**src/fpae_pkg.sv**
```systemverilog
package fpae_pkg;

    localparam int MAX_PIXELS_DEF = 1024;

    localparam int WIN_W   = 11;
    localparam int CNT_W   = 16;
    localparam int TRY_W   = 8;
    localparam int IDX_W   = 3;
    localparam int DATA_W  = 16;

    // one quotient bit per division cycle
    localparam int DIV_STEPS = CNT_W;
    localparam int DIV_CNT_W = $clog2(DIV_STEPS);

    localparam logic MODE_START = 1'b0;
    localparam logic MODE_PIXEL = 1'b1;

    localparam logic [IDX_W-1:0] REG_WINDOW_START     = 3'd0;
    localparam logic [IDX_W-1:0] REG_WINDOW_STOP      = 3'd1;
    localparam logic [IDX_W-1:0] REG_TARGET_PEAK      = 3'd2;
    localparam logic [IDX_W-1:0] REG_TARGET_TOLERANCE = 3'd3;
    localparam logic [IDX_W-1:0] REG_DARK_LEVEL       = 3'd4;
    localparam logic [IDX_W-1:0] REG_EXPOSURE_FLOOR   = 3'd5;
    localparam logic [IDX_W-1:0] REG_EXPOSURE_CEILING = 3'd6;
    localparam logic [IDX_W-1:0] REG_TRY_LIMIT        = 3'd7;

    localparam logic [WIN_W-1:0] RST_WINDOW_START     = 11'd1;
    localparam logic [WIN_W-1:0] RST_WINDOW_STOP      = 11'd1024;
    localparam logic [CNT_W-1:0] RST_TARGET_PEAK      = 16'd46420;
    localparam logic [CNT_W-1:0] RST_TARGET_TOLERANCE = 16'd3277;
    localparam logic [CNT_W-1:0] RST_DARK_LEVEL       = 16'd4500;
    localparam logic [CNT_W-1:0] RST_EXPOSURE_FLOOR   = 16'd5;
    localparam logic [CNT_W-1:0] RST_EXPOSURE_CEILING = 16'd65535;
    localparam logic [TRY_W-1:0] RST_TRY_LIMIT        = 8'd10;

    typedef enum logic [4:0] {
        S_RUN   = 5'b00001,
        S_EVAL  = 5'b00010,
        S_DINIT = 5'b00100,
        S_DIV   = 5'b01000,
        S_FIN   = 5'b10000
    } fpae_state_t;

    typedef struct packed {
        logic start;
        logic pixel;
        logic last;
        logic eval;
        logic div_init;
        logic div_step;
        logic finish;
    } fpae_cmd_t;

    typedef struct packed {
        logic finished;
        logic need_div;
    } fpae_status_t;

endpackage

```
**src/fpae_ctrl.sv**
```systemverilog
module fpae_ctrl
    import fpae_pkg::*;
(
    input  logic         clk,
    input  logic         rst_n,
    input  logic         in_valid,
    output logic         in_stall,
    input  logic         mode,
    input  logic         frame_end,
    output logic         out_valid,
    input  logic         out_stall,
    input  fpae_status_t status,
    output fpae_cmd_t    cmd
);

    fpae_state_t          state_reg, state_next;
    logic [DIV_CNT_W-1:0] div_cnt_reg, div_cnt_next;
    logic                 out_valid_reg, out_valid_next;
    logic                 in_fire;
    logic                 out_free;

    assign in_stall  = (state_reg != S_RUN);
    assign in_fire   = in_valid && !in_stall;
    assign out_free  = !out_valid_reg || !out_stall;
    assign out_valid = out_valid_reg;

    always_comb
    begin
        state_next     = state_reg;
        div_cnt_next   = div_cnt_reg;
        out_valid_next = out_valid_reg && out_stall;
        cmd            = '0;
        unique case (state_reg)
            S_RUN:
            begin
                if (in_fire && mode == MODE_START)
                begin
                    cmd.start = 1'b1;
                end
                else if (in_fire && mode == MODE_PIXEL && !status.finished)
                begin
                    cmd.pixel = 1'b1;
                    cmd.last  = frame_end;
                    if (frame_end)
                    begin
                        state_next = S_EVAL;
                    end
                end
            end
            S_EVAL:
            begin
                cmd.eval   = 1'b1;
                state_next = status.need_div ? S_DINIT : S_FIN;
            end
            S_DINIT:
            begin
                cmd.div_init = 1'b1;
                div_cnt_next = '0;
                state_next   = S_DIV;
            end
            S_DIV:
            begin
                cmd.div_step = 1'b1;
                div_cnt_next = div_cnt_reg + 1'b1;
                if (div_cnt_reg == DIV_CNT_W'(DIV_STEPS - 1))
                begin
                    div_cnt_next = '0;
                    state_next   = S_FIN;
                end
            end
            S_FIN:
            begin
                if (out_free)
                begin
                    cmd.finish     = 1'b1;
                    out_valid_next = 1'b1;
                    state_next     = S_RUN;
                end
            end
            default:
            begin
                state_next = S_RUN;
            end
        endcase
    end

    always_ff @(posedge clk or negedge rst_n)
    begin
        if (!rst_n)
        begin
            state_reg     <= S_RUN;
            div_cnt_reg   <= '0;
            out_valid_reg <= 1'b0;
        end
        else
        begin
            state_reg     <= state_next;
            div_cnt_reg   <= div_cnt_next;
            out_valid_reg <= out_valid_next;
        end
    end

`ifndef SYNTHESIS
    a_out_from_fin: assert property (@(posedge clk) disable iff (!rst_n)
        $rose(out_valid_reg) |-> $past(state_reg == S_FIN))
        else $error("result shown without a finish step");

    a_div_cnt_idle: assert property (@(posedge clk) disable iff (!rst_n)
        (state_reg != S_DIV) |-> (div_cnt_reg == '0))
        else $error("division counter not cleared outside division");

    a_last_to_eval: assert property (@(posedge clk) disable iff (!rst_n)
        (cmd.pixel && cmd.last) |=> (state_reg == S_EVAL))
        else $error("frame end did not start the exposure step");

    a_eval_next: assert property (@(posedge clk) disable iff (!rst_n)
        (state_reg == S_EVAL) |=> (state_reg == S_DINIT || state_reg == S_FIN))
        else $error("bad state after evaluation");
`endif

endmodule

```
**src/fpae_datapath.sv**
```systemverilog
module fpae_datapath
    import fpae_pkg::*;
#(
    parameter int MAX_PIXELS = MAX_PIXELS_DEF
)
(
    input  logic              clk,
    input  logic              rst_n,
    input  fpae_cmd_t         cmd,
    output fpae_status_t      status,
    input  logic [CNT_W-1:0]  sample_value,
    input  logic              wr_en,
    input  logic [IDX_W-1:0]  wr_index,
    input  logic [DATA_W-1:0] wr_data,
    output logic [CNT_W-1:0]  exposure_out,
    output logic [CNT_W-1:0]  frame_peak,
    output logic [TRY_W-1:0]  tries_used,
    output logic              run_done,
    output logic              hit_target
);

    localparam int PW = $clog2(MAX_PIXELS + 2);
    localparam int CW = (PW > WIN_W) ? PW : WIN_W;

    // configuration
    logic [WIN_W-1:0] window_start_reg, window_stop_reg;
    logic [CNT_W-1:0] target_peak_reg, target_tolerance_reg, dark_level_reg;
    logic [CNT_W-1:0] exposure_floor_reg, exposure_ceiling_reg;
    logic [TRY_W-1:0] try_limit_reg;

    // run state
    logic [CNT_W-1:0] exposure_reg, exposure_next;
    logic [CNT_W-1:0] peak_reg, peak_next;
    logic [PW-1:0]    pixel_reg, pixel_next;
    logic [TRY_W-1:0] tries_reg, tries_next;
    logic             finished_reg, finished_next;
    logic             fin_pend_reg, fin_pend_next;
    logic             hit_reg, hit_next;
    logic             div_pend_reg, div_pend_next;

    // frame payload and divider
    logic [CNT_W-1:0]   peak_cap_reg;
    logic [2*CNT_W-1:0] prod_reg;
    logic [CNT_W-1:0]   rem_reg, quo_reg;
    logic               sat_reg;

    logic [PW-1:0]      pixel_inc;
    logic               in_window;
    logic [CNT_W-1:0]   peak_upd;
    logic [CNT_W:0]     band_sum;
    logic [CNT_W-1:0]   band_hi, band_lo, band_diff;
    logic               is_dark, is_above, is_below, at_ceil;
    logic [CNT_W+3:0]   times10;
    logic [CNT_W-1:0]   up10, halved;
    logic [CNT_W:0]     rem_shift, rem_sub;
    logic               quo_bit;
    logic [CNT_W-1:0]   div_result, exp_final;
    logic [TRY_W-1:0]   tries_inc;

    // pixel numbering and windowed peak
    always_comb
    begin
        pixel_inc = (pixel_reg <= PW'(MAX_PIXELS)) ? pixel_reg + 1'b1 : pixel_reg;
        in_window = (pixel_inc <= PW'(MAX_PIXELS))
                 && (CW'(pixel_inc) >= CW'(window_start_reg))
                 && (CW'(pixel_inc) <= CW'(window_stop_reg));
        peak_upd  = (in_window && sample_value > peak_reg) ? sample_value : peak_reg;
    end

    // band limits
    always_comb
    begin
        band_sum  = {1'b0, target_peak_reg} + {1'b0, target_tolerance_reg};
        band_hi   = band_sum[CNT_W] ? {CNT_W{1'b1}} : band_sum[CNT_W-1:0];
        band_diff = target_peak_reg - target_tolerance_reg;
        if (target_tolerance_reg > target_peak_reg || band_diff < dark_level_reg)
            band_lo = dark_level_reg;
        else
            band_lo = band_diff;
    end

    // step classification on the captured peak
    always_comb
    begin
        is_dark  = peak_cap_reg < dark_level_reg;
        is_above = peak_cap_reg > band_hi;
        is_below = peak_cap_reg < band_lo;
        at_ceil  = exposure_reg == exposure_ceiling_reg;
        times10  = {exposure_reg, 3'b000} + {2'b00, exposure_reg, 1'b0};
        up10     = (times10 > (CNT_W+4)'(exposure_ceiling_reg))
                 ? exposure_ceiling_reg : times10[CNT_W-1:0];
        halved   = ((exposure_reg >> 1) < exposure_floor_reg)
                 ? exposure_floor_reg : (exposure_reg >> 1);
    end

    assign status.finished = finished_reg;
    assign status.need_div = !is_dark && !is_above && is_below && !at_ceil
                          && (peak_cap_reg != '0);

    // restoring division, one quotient bit per cycle
    always_comb
    begin
        rem_shift = {rem_reg, quo_reg[CNT_W-1]};
        quo_bit   = rem_shift >= {1'b0, peak_cap_reg};
        rem_sub   = quo_bit ? rem_shift - {1'b0, peak_cap_reg} : rem_shift;
    end

    always_comb
    begin
        if (sat_reg || quo_reg > exposure_ceiling_reg)
            div_result = exposure_ceiling_reg;
        else
            div_result = quo_reg;
        exp_final = div_pend_reg ? div_result : exposure_reg;
        tries_inc = tries_reg + 1'b1;
    end

    always_comb
    begin
        exposure_next = exposure_reg;
        peak_next     = peak_reg;
        pixel_next    = pixel_reg;
        tries_next    = tries_reg;
        finished_next = finished_reg;
        fin_pend_next = fin_pend_reg;
        hit_next      = hit_reg;
        div_pend_next = div_pend_reg;
        if (cmd.start)
        begin
            exposure_next = sample_value;
            tries_next    = '0;
            finished_next = 1'b0;
            peak_next     = '0;
            pixel_next    = '0;
        end
        if (cmd.pixel)
        begin
            if (cmd.last)
            begin
                peak_next  = '0;
                pixel_next = '0;
            end
            else
            begin
                peak_next  = peak_upd;
                pixel_next = pixel_inc;
            end
        end
        if (cmd.eval)
        begin
            fin_pend_next = 1'b0;
            hit_next      = 1'b0;
            div_pend_next = status.need_div;
            if (is_dark)
            begin
                if (at_ceil)
                    fin_pend_next = 1'b1;
                else
                    exposure_next = up10;
            end
            else if (is_above)
            begin
                exposure_next = halved;
            end
            else if (is_below)
            begin
                if (at_ceil)
                    fin_pend_next = 1'b1;
                else if (peak_cap_reg == '0)
                    exposure_next = exposure_ceiling_reg;
            end
            else
            begin
                fin_pend_next = 1'b1;
                hit_next      = 1'b1;
            end
        end
        if (cmd.finish)
        begin
            exposure_next = exp_final;
            tries_next    = tries_inc;
            finished_next = fin_pend_reg || (tries_inc == try_limit_reg);
        end
    end

    always_ff @(posedge clk or negedge rst_n)
    begin
        if (!rst_n)
        begin
            window_start_reg     <= RST_WINDOW_START;
            window_stop_reg      <= RST_WINDOW_STOP;
            target_peak_reg      <= RST_TARGET_PEAK;
            target_tolerance_reg <= RST_TARGET_TOLERANCE;
            dark_level_reg       <= RST_DARK_LEVEL;
            exposure_floor_reg   <= RST_EXPOSURE_FLOOR;
            exposure_ceiling_reg <= RST_EXPOSURE_CEILING;
            try_limit_reg        <= RST_TRY_LIMIT;
        end
        else if (wr_en)
        begin
            unique case (wr_index)
                REG_WINDOW_START:     window_start_reg     <= wr_data[WIN_W-1:0];
                REG_WINDOW_STOP:      window_stop_reg      <= wr_data[WIN_W-1:0];
                REG_TARGET_PEAK:      target_peak_reg      <= wr_data[CNT_W-1:0];
                REG_TARGET_TOLERANCE: target_tolerance_reg <= wr_data[CNT_W-1:0];
                REG_DARK_LEVEL:       dark_level_reg       <= wr_data[CNT_W-1:0];
                REG_EXPOSURE_FLOOR:   exposure_floor_reg   <= wr_data[CNT_W-1:0];
                REG_EXPOSURE_CEILING: exposure_ceiling_reg <= wr_data[CNT_W-1:0];
                REG_TRY_LIMIT:        try_limit_reg        <= wr_data[TRY_W-1:0];
                default:              ;
            endcase
        end
    end

    always_ff @(posedge clk or negedge rst_n)
    begin
        if (!rst_n)
        begin
            exposure_reg <= '0;
            peak_reg     <= '0;
            pixel_reg    <= '0;
            tries_reg    <= '0;
            finished_reg <= 1'b1;
            fin_pend_reg <= 1'b0;
            hit_reg      <= 1'b0;
            div_pend_reg <= 1'b0;
        end
        else
        begin
            exposure_reg <= exposure_next;
            peak_reg     <= peak_next;
            pixel_reg    <= pixel_next;
            tries_reg    <= tries_next;
            finished_reg <= finished_next;
            fin_pend_reg <= fin_pend_next;
            hit_reg      <= hit_next;
            div_pend_reg <= div_pend_next;
        end
    end

    // payload registers
    always_ff @(posedge clk)
    begin
        if (cmd.pixel && cmd.last)
        begin
            peak_cap_reg <= peak_upd;
        end
        if (cmd.eval)
        begin
            prod_reg <= target_peak_reg * exposure_reg;
        end
        if (cmd.div_init)
        begin
            // quotient overflows 16 bits when the high half already reaches the divisor
            rem_reg <= prod_reg[2*CNT_W-1:CNT_W];
            quo_reg <= prod_reg[CNT_W-1:0];
            sat_reg <= prod_reg[2*CNT_W-1:CNT_W] >= peak_cap_reg;
        end
        if (cmd.div_step)
        begin
            rem_reg <= rem_sub[CNT_W-1:0];
            quo_reg <= {quo_reg[CNT_W-2:0], quo_bit};
        end
        if (cmd.finish)
        begin
            exposure_out <= exp_final;
            frame_peak   <= peak_cap_reg;
            tries_used   <= tries_inc;
            run_done     <= fin_pend_reg || (tries_inc == try_limit_reg);
            hit_target   <= hit_reg;
        end
    end

endmodule

```
**src/frame_peak_auto_exposure.sv**
```systemverilog
// Auto-exposure regulator for a line sensor. A start item (mode 0) loads the
// initial exposure from sample_value and opens a run; pixel items (mode 1)
// are taken one per cycle and the peak inside the window is tracked. The
// item carrying frame_end closes the frame: input is then stalled through
// evaluate and finish, plus divider set-up and the bit-per-cycle divider
// when the peak sits below the band and the exposure is scaled by target/peak
// (16x16 product registered at evaluate). Finishing also waits for the previous
// result to be taken off the output register. One result per closed frame;
// pixels are ignored while no run is open. Configuration is written through
// wr_en/wr_index/wr_data by the user only while idle; the block does not check.
module frame_peak_auto_exposure
    import fpae_pkg::*;
#(
    parameter int MAX_PIXELS = MAX_PIXELS_DEF
)
(
    input  logic              clk,
    input  logic              rst_n,
    input  logic              in_valid,
    output logic              in_stall,
    input  logic              mode,
    input  logic [CNT_W-1:0]  sample_value,
    input  logic              frame_end,
    output logic              out_valid,
    input  logic              out_stall,
    output logic [CNT_W-1:0]  exposure_out,
    output logic [CNT_W-1:0]  frame_peak,
    output logic [TRY_W-1:0]  tries_used,
    output logic              run_done,
    output logic              hit_target,
    input  logic              wr_en,
    input  logic [IDX_W-1:0]  wr_index,
    input  logic [DATA_W-1:0] wr_data
);

    fpae_cmd_t    cmd;
    fpae_status_t status;

    fpae_ctrl u_ctrl (
        .clk       (clk),
        .rst_n     (rst_n),
        .in_valid  (in_valid),
        .in_stall  (in_stall),
        .mode      (mode),
        .frame_end (frame_end),
        .out_valid (out_valid),
        .out_stall (out_stall),
        .status    (status),
        .cmd       (cmd)
    );

    fpae_datapath #(
        .MAX_PIXELS (MAX_PIXELS)
    ) u_datapath (
        .clk          (clk),
        .rst_n        (rst_n),
        .cmd          (cmd),
        .status       (status),
        .sample_value (sample_value),
        .wr_en        (wr_en),
        .wr_index     (wr_index),
        .wr_data      (wr_data),
        .exposure_out (exposure_out),
        .frame_peak   (frame_peak),
        .tries_used   (tries_used),
        .run_done     (run_done),
        .hit_target   (hit_target)
    );

endmodule

```
**config.mk**
```make
export PLATFORM = sky130hd
export DESIGN_NAME = frame_peak_auto_exposure
export DESIGN_NICKNAME = d
export VERILOG_FILES = /design/src/fpae_pkg.sv /design/src/fpae_ctrl.sv /design/src/fpae_datapath.sv /design/src/frame_peak_auto_exposure.sv
export SDC_FILE = /design/constraint.sdc
export NUM_CORES = 2
export LEC_CHECK = 0
export ABC_AREA = 1
export ABC_CLOCK_PERIOD_IN_PS = 7070
export BUFFER_PORTS_ARGS = -buffer_cell sky130_fd_sc_hd__buf_2
export CORE_ASPECT_RATIO = 1.75
export CORE_MARGIN = 2
export CORE_UTILIZATION = 48
export CTS_BUF_LIST = sky130_fd_sc_hd__clkbuf_16
export DETAILED_ROUTE_END_ITERATION = 10
export HOLD_SLACK_MARGIN = 0.15
export PLACE_DENSITY = 0.64
export SLEW_MARGIN = 20
export SYNTH_ARGS = -nofsm -noshare
export SYNTH_HDL_FRONTEND = slang
export SYNTH_SLANG_ARGS = --single-unit
```
**constraint.sdc**
```tcl
create_clock -name clk -period 7.07 [get_ports clk]
set_input_delay 0.707 -clock clk [delete_from_list [all_inputs] [get_ports clk]]
set_output_delay 0.707 -clock clk [all_outputs]
set_load 0.05 [all_outputs]
```
After elaboration in Yosys (flattened, before gate mapping). Index checks and enable logic that the tools add are counted. Widths: inputs -> output; s select.

Register bits: 298. Input bits: 42. Logic and storage cells: 173.

Equal/unequal tests: 21. Bitwise logic cells: 1. Mux-type cells: 59. $add $sub $neg: 7. Multipliers: 1. Reductions and logical operators: 40. $lt $le $gt $ge: 15.

Operator list (count): $mux 16 (24); $gt 16x16->1 (4); $lt 16x16->1 (3); $mux 11 (4); $mul 16x16->32 (1); $sub 16x16->16 (2); $mux 5 (6); $pmux 5 s5 (1); $le 11x11->1 const B (2); $add 19x17->20 (1); $gt 20x16->1 (1); $add 16x16->17 (1); $ge 17x16->1 (1); $mux 1 (17); $eq 16x16->1 (1); $ge 16x16->1 (1); $logic_not 16->1 (1); $lt 15x16->1 (1); $mux 8 (2); $reduce_and 2->1 (8); $reduce_bool 16->1 (1); $logic_and 1x1->1 (13); $eq 3x3->1 const B (4); $add 11x1->11 const B (1); 26 further kinds (43).

Logic depth before layout (Yosys ltp).
Depth in word-level cells: 16. Gate-level depth with buffers: 39. Mapped depth without buffers: 37.

Hierarchy. Synthesis repeated with hierarchy kept, for this count alone.

Cell total of the unflattened synthesis: 3628. Area, all modules: 28843.9 um2.

By module, submodules not included: fpae_datapath (cells each 3553, times used 1, area each 28247.1 um2, seq. area each 7876.3 um2); fpae_ctrl (cells each 75, times used 1, area each 596.8 um2, seq. area each 251.5 um2).

Least setup slack after synthesis. Ideal clock, no wire load.

Kind: register to register. Start point: reg u_datapath.target_peak_reg[2]. End point: reg u_datapath.prod_reg[29] (data pin). Setup slack: 0.700 ns. Library setup time: 0.259 ns. Cell stages (with the launch flop): 29. Arrival time: 6.111 ns. Data required time: 6.811 ns. Cell sequence: dfstp_2 -> clkbuf_1 -> clkbuf_1 -> nand2_1 -> fa_1 -> inv_1 -> fa_1 -> ha_1 -> fa_1 -> inv_1 -> fa_1 -> fa_1 -> inv_1 -> ha_1 -> nand2_1 -> inv_1 -> a21oi_1 -> o21bai_1 -> a21oi_1 -> o21ai_0 -> a21boi_0 -> inv_1 -> nand2_1 -> nand2_1 -> a21oi_1 -> o21ai_0 -> nand2_1 -> nand2_1 -> xor2_1.

Word-level cells in the longest chain between the ends: 1.

RTL lines: start, declared (line fpae_datapath.sv:27) `logic [CNT_W-1:0] target_peak_reg, target_tolerance_reg, dark_level_reg;`; start signal, assigned (line fpae_datapath.sv:204) `REG_TARGET_PEAK: target_peak_reg <= wr_data[CNT_W-1:0];`; $mul 16x16->32 (line fpae_datapath.sv:250) `prod_reg <= target_peak_reg * exposure_reg;`; end signal, assigned (line fpae_datapath.sv:250); end, declared (line fpae_datapath.sv:43) `logic [2*CNT_W-1:0] prod_reg;`.

No other way between the ends. A chain may end at the register's enable or synchronous reset.

Final worst setup path.
Start point: reg u_datapath.target_peak_reg[4]. End point: reg u_datapath.prod_reg[29] (data pin).

Same word-level chain as after synthesis.

==> impl_metrics.csv <==
group,metric,value,unit
clock_network,clk_pin_slew_worst_paths,0.07,ns
synthesis,synth_top_cell_by_area,"ha_1",
placed_design,place_hpwl,67720,um
synthesis,synth_edf_count,123,
synthesis,synth_top_area_share,0.1457,
detailed_routing,routed_wl,85110,um
critical_path,cp-start-kind,"register",
sta,hold_viol_final,0,
floorplan,die_w,187.7,um
critical_path,critPathMaxFanout,19,
clock_network,clock_path_buffers,3,
sta,period_share,0.9425,
sta,finalSetupViolCount,0,
clock_network,root_buffer,"clkbuf_16",
final_layout,nNetsFinal,4111,
synthesis,seq_area_frac_synth,0.2869,
sta,layout_min_cycle_time,6.664,ns
placed_design,place_ws,0.3311,ns
critical_path,crit_buf_inv,6,
final_layout,area_delta_synth_final,8.448,%
sta,rsz0062_at_grt,"no",
placed_design,place_congestion,1.010,
floorplan,die_h,325.4,um
critical_path,crit_type,"register to register",
final_layout,final_common_cell,"nand2_1",
clock_network,htreeDepth,1,
sta,worst_slew_pin_slew,1.151,ns
worst_hold_path,hp-class,"input port to register",
sta,max-slew-margin-rel,0.2286,
global_route,grt_max_degree,147,
floorplan,core,0.05826,mm2
floorplan,io_pins,86,
worst_hold_path,min_from,"wr_data[0]",
detailed_routing,vias_per_cell,5.466,
synthesis,synth_cell_type_count,59,
critical_path,worstReg2RegStart,"u_datapath.target_peak_reg[4]",
detailed_routing,ant_nets,0,
outcome,status,"completed",
critical_path,rrSetupSlack,0.41,ns
run,cap_violations,0,
global_route,track_usage,0.2827,
sta,finalWorstSetupSlack,0.4063,ns
critical_path,worstSetupEndpointType,"register",
detailed_routing,route.detailed.drc,0,
synthesis,async_flop_share,0.5872,
sta,finalMaxSlewViolations,0,
critical_path,max_stage_delay,0.81,ns
clock_network,cts_tree,"built",
final_layout,drive_gt1_frac,0.07910,
global_route,grt_first_pass_wirelength,134000,um
detailed_routing,vias,23720,
synthesis,synth_area_leaders,"ha_1 15%, fa_1 14%, edfxtp_1 13%",
synthesis,synth_seq_cells,298,
critical_path,required,7.42,ns
placed_design,port_buffers,85,
critical_path,crit_path_frequent_cell,"nand2_1",
sta,fmax,0.1501,GHz
detailed_routing,drt_first_iter_violations,1281,
sta,setup_tns,0,ns
synthesis,synth_nets,4068,
sta,fin_worst_skew,0.02074,ns
synthesis,ys.flop_type,"dfrtp_1",
worst_hold_path,min_to,"u_datapath.try_limit_reg[0]",
final_layout,final_cell_mix,"816 x nand2_1, 633 x inv_1, 330 x ha_1",
synthesis,syn_area_per_cell,8.100,um2
critical_path,ff2ff_path_depth,27,
global_route,antenna_found_initial,2,
floorplan,row_count,117,
global_route,first_global_vias,24240,
clock_network,clock-sinks,298,
sta,timing.hold.ws,0.3490,ns
synthesis,netlist_area,0.02833,mm2
critical_path,crit_family,"adder cells",
clock_network,cts_buffers,31,
floorplan,initial_core_util,0.4863,
floorplan,dieArea,0.06106,mm2
detailed_routing,avgRoutedWirePerCell,19.61,um
critical_path,r2r-end,"u_datapath.prod_reg[29]",
clock_network,clk_latency,0.61,ns
final_layout,final_util,0.5274,
critical_path,worst_path_max_delay_cell,"dfstp_2",
synthesis,synthCells,3498,
synthesis,yosysWarnings,0,
worst_hold_path,worstHoldPathCells,3,
final_layout,largest_reg_flops,32,
critical_path,arrival,7.01,ns
detailed_routing,first_pass_iters,6,
global_route,overflow,0,
==> cell families after synthesis <==
group	after synthesis	share of synthesized area
xor gates and xnor gates	103	0.03211
AOI/OAI and AO/OA	645	0.1244
adders and majority gates	528	0.2856
and+or+nand+nor	1148	0.1664
buffers and inverters	776	0.1046
DFF	298	0.2869
==> worst max-delay path by stage <==
| stage | startpoint | end | slack (ns) | cells past startpoint |
|---|---|---|---|---|
| 2_1_floorplan | u_datapath.target_peak_reg[2] | u_datapath.prod_reg[29] | 0.70 | 28 |
| 3_3_place_gp | u_datapath.target_peak_reg[2] | u_datapath.exposure_reg[7] | 0.27 | 33 |
| 3_5_place_dp | u_datapath.target_peak_reg[2] | u_datapath.exposure_reg[7] | 0.33 | 33 |
| 4_1_cts | u_datapath.target_peak_reg[2] | u_datapath.exposure_reg[7] | 0.29 | 33 |
| 5_1_grt | u_datapath.target_peak_reg[4] | u_datapath.prod_reg[29] | 0.04 | 27 |
| 6_report | u_datapath.target_peak_reg[4] | u_datapath.prod_reg[29] | 0.41 | 27 |
==> synthesized netlist by cell type, types with 19 or more instances <==
cell type  count
a21oi_1      235
ha_1         330
nor3_1        19
nand4_1       47
nand2_1      819
dfstp_2       44
clkbuf_1     106
dfrtp_1      131
edfxtp_1     123
fa_1         198
nand3_1       84
o21ai_0      296
inv_1        630
xor2_1        73
nor2_1       135
xnor2_1       29
==> routing by layer <==
| metal | vias to the layer above | share of wire | track usage |
|---|---|---|---|
| met5 | - | 0 | 0 |
| met4 | 0 | 0.065 | 0.1695 |
| met3 | 256 | 0.043 | 0.02276 |
| met2 | 719 | 0.52 | 0.5184 |
| met1 | 11450 | 0.37 | 0.3174 |
| li1 | 11300 | - | - |
==> tightest hold or removal path, stage by stage <==
cell and delay (ns):
buf_2 0.10, nand2_1 0.05, o21ai_0 0.06
==> layout make-up <==
class	instances	area, um2
Clock inverter	25	205.2
Multi-Input combinational cell	2424	17290
Fill cell	5692	27540
Antenna cell	1	2.502
Sequential cell	298	8128
Clock buffer	32	800.8
Inverter	635	2384
Timing Repair Buffer	151	945.9
Tap cell	773	967.2
==> per-stage QoR <==
step | instances | area (um2)
2_1_floorplan | 3498 | 28330
3_5_place_dp | 4280 | 29690
3_3_place_gp | 4280 | 29690
5_1_grt | 4338 | 30720
6_report | 4339 | 30730
4_1_cts | 4338 | 30700
==> what timing repair did <==
action	4_1_cts	5_1_grt
hold buffers	1	0
hold endpoints to repair	16	0
resized for setup	0	4
buffers inserted	0	0
setup endpoints to repair	0	16
Power is not shown: default switching activity piles up to over one toggle a cycle in this logic, so the estimate is an artifact.
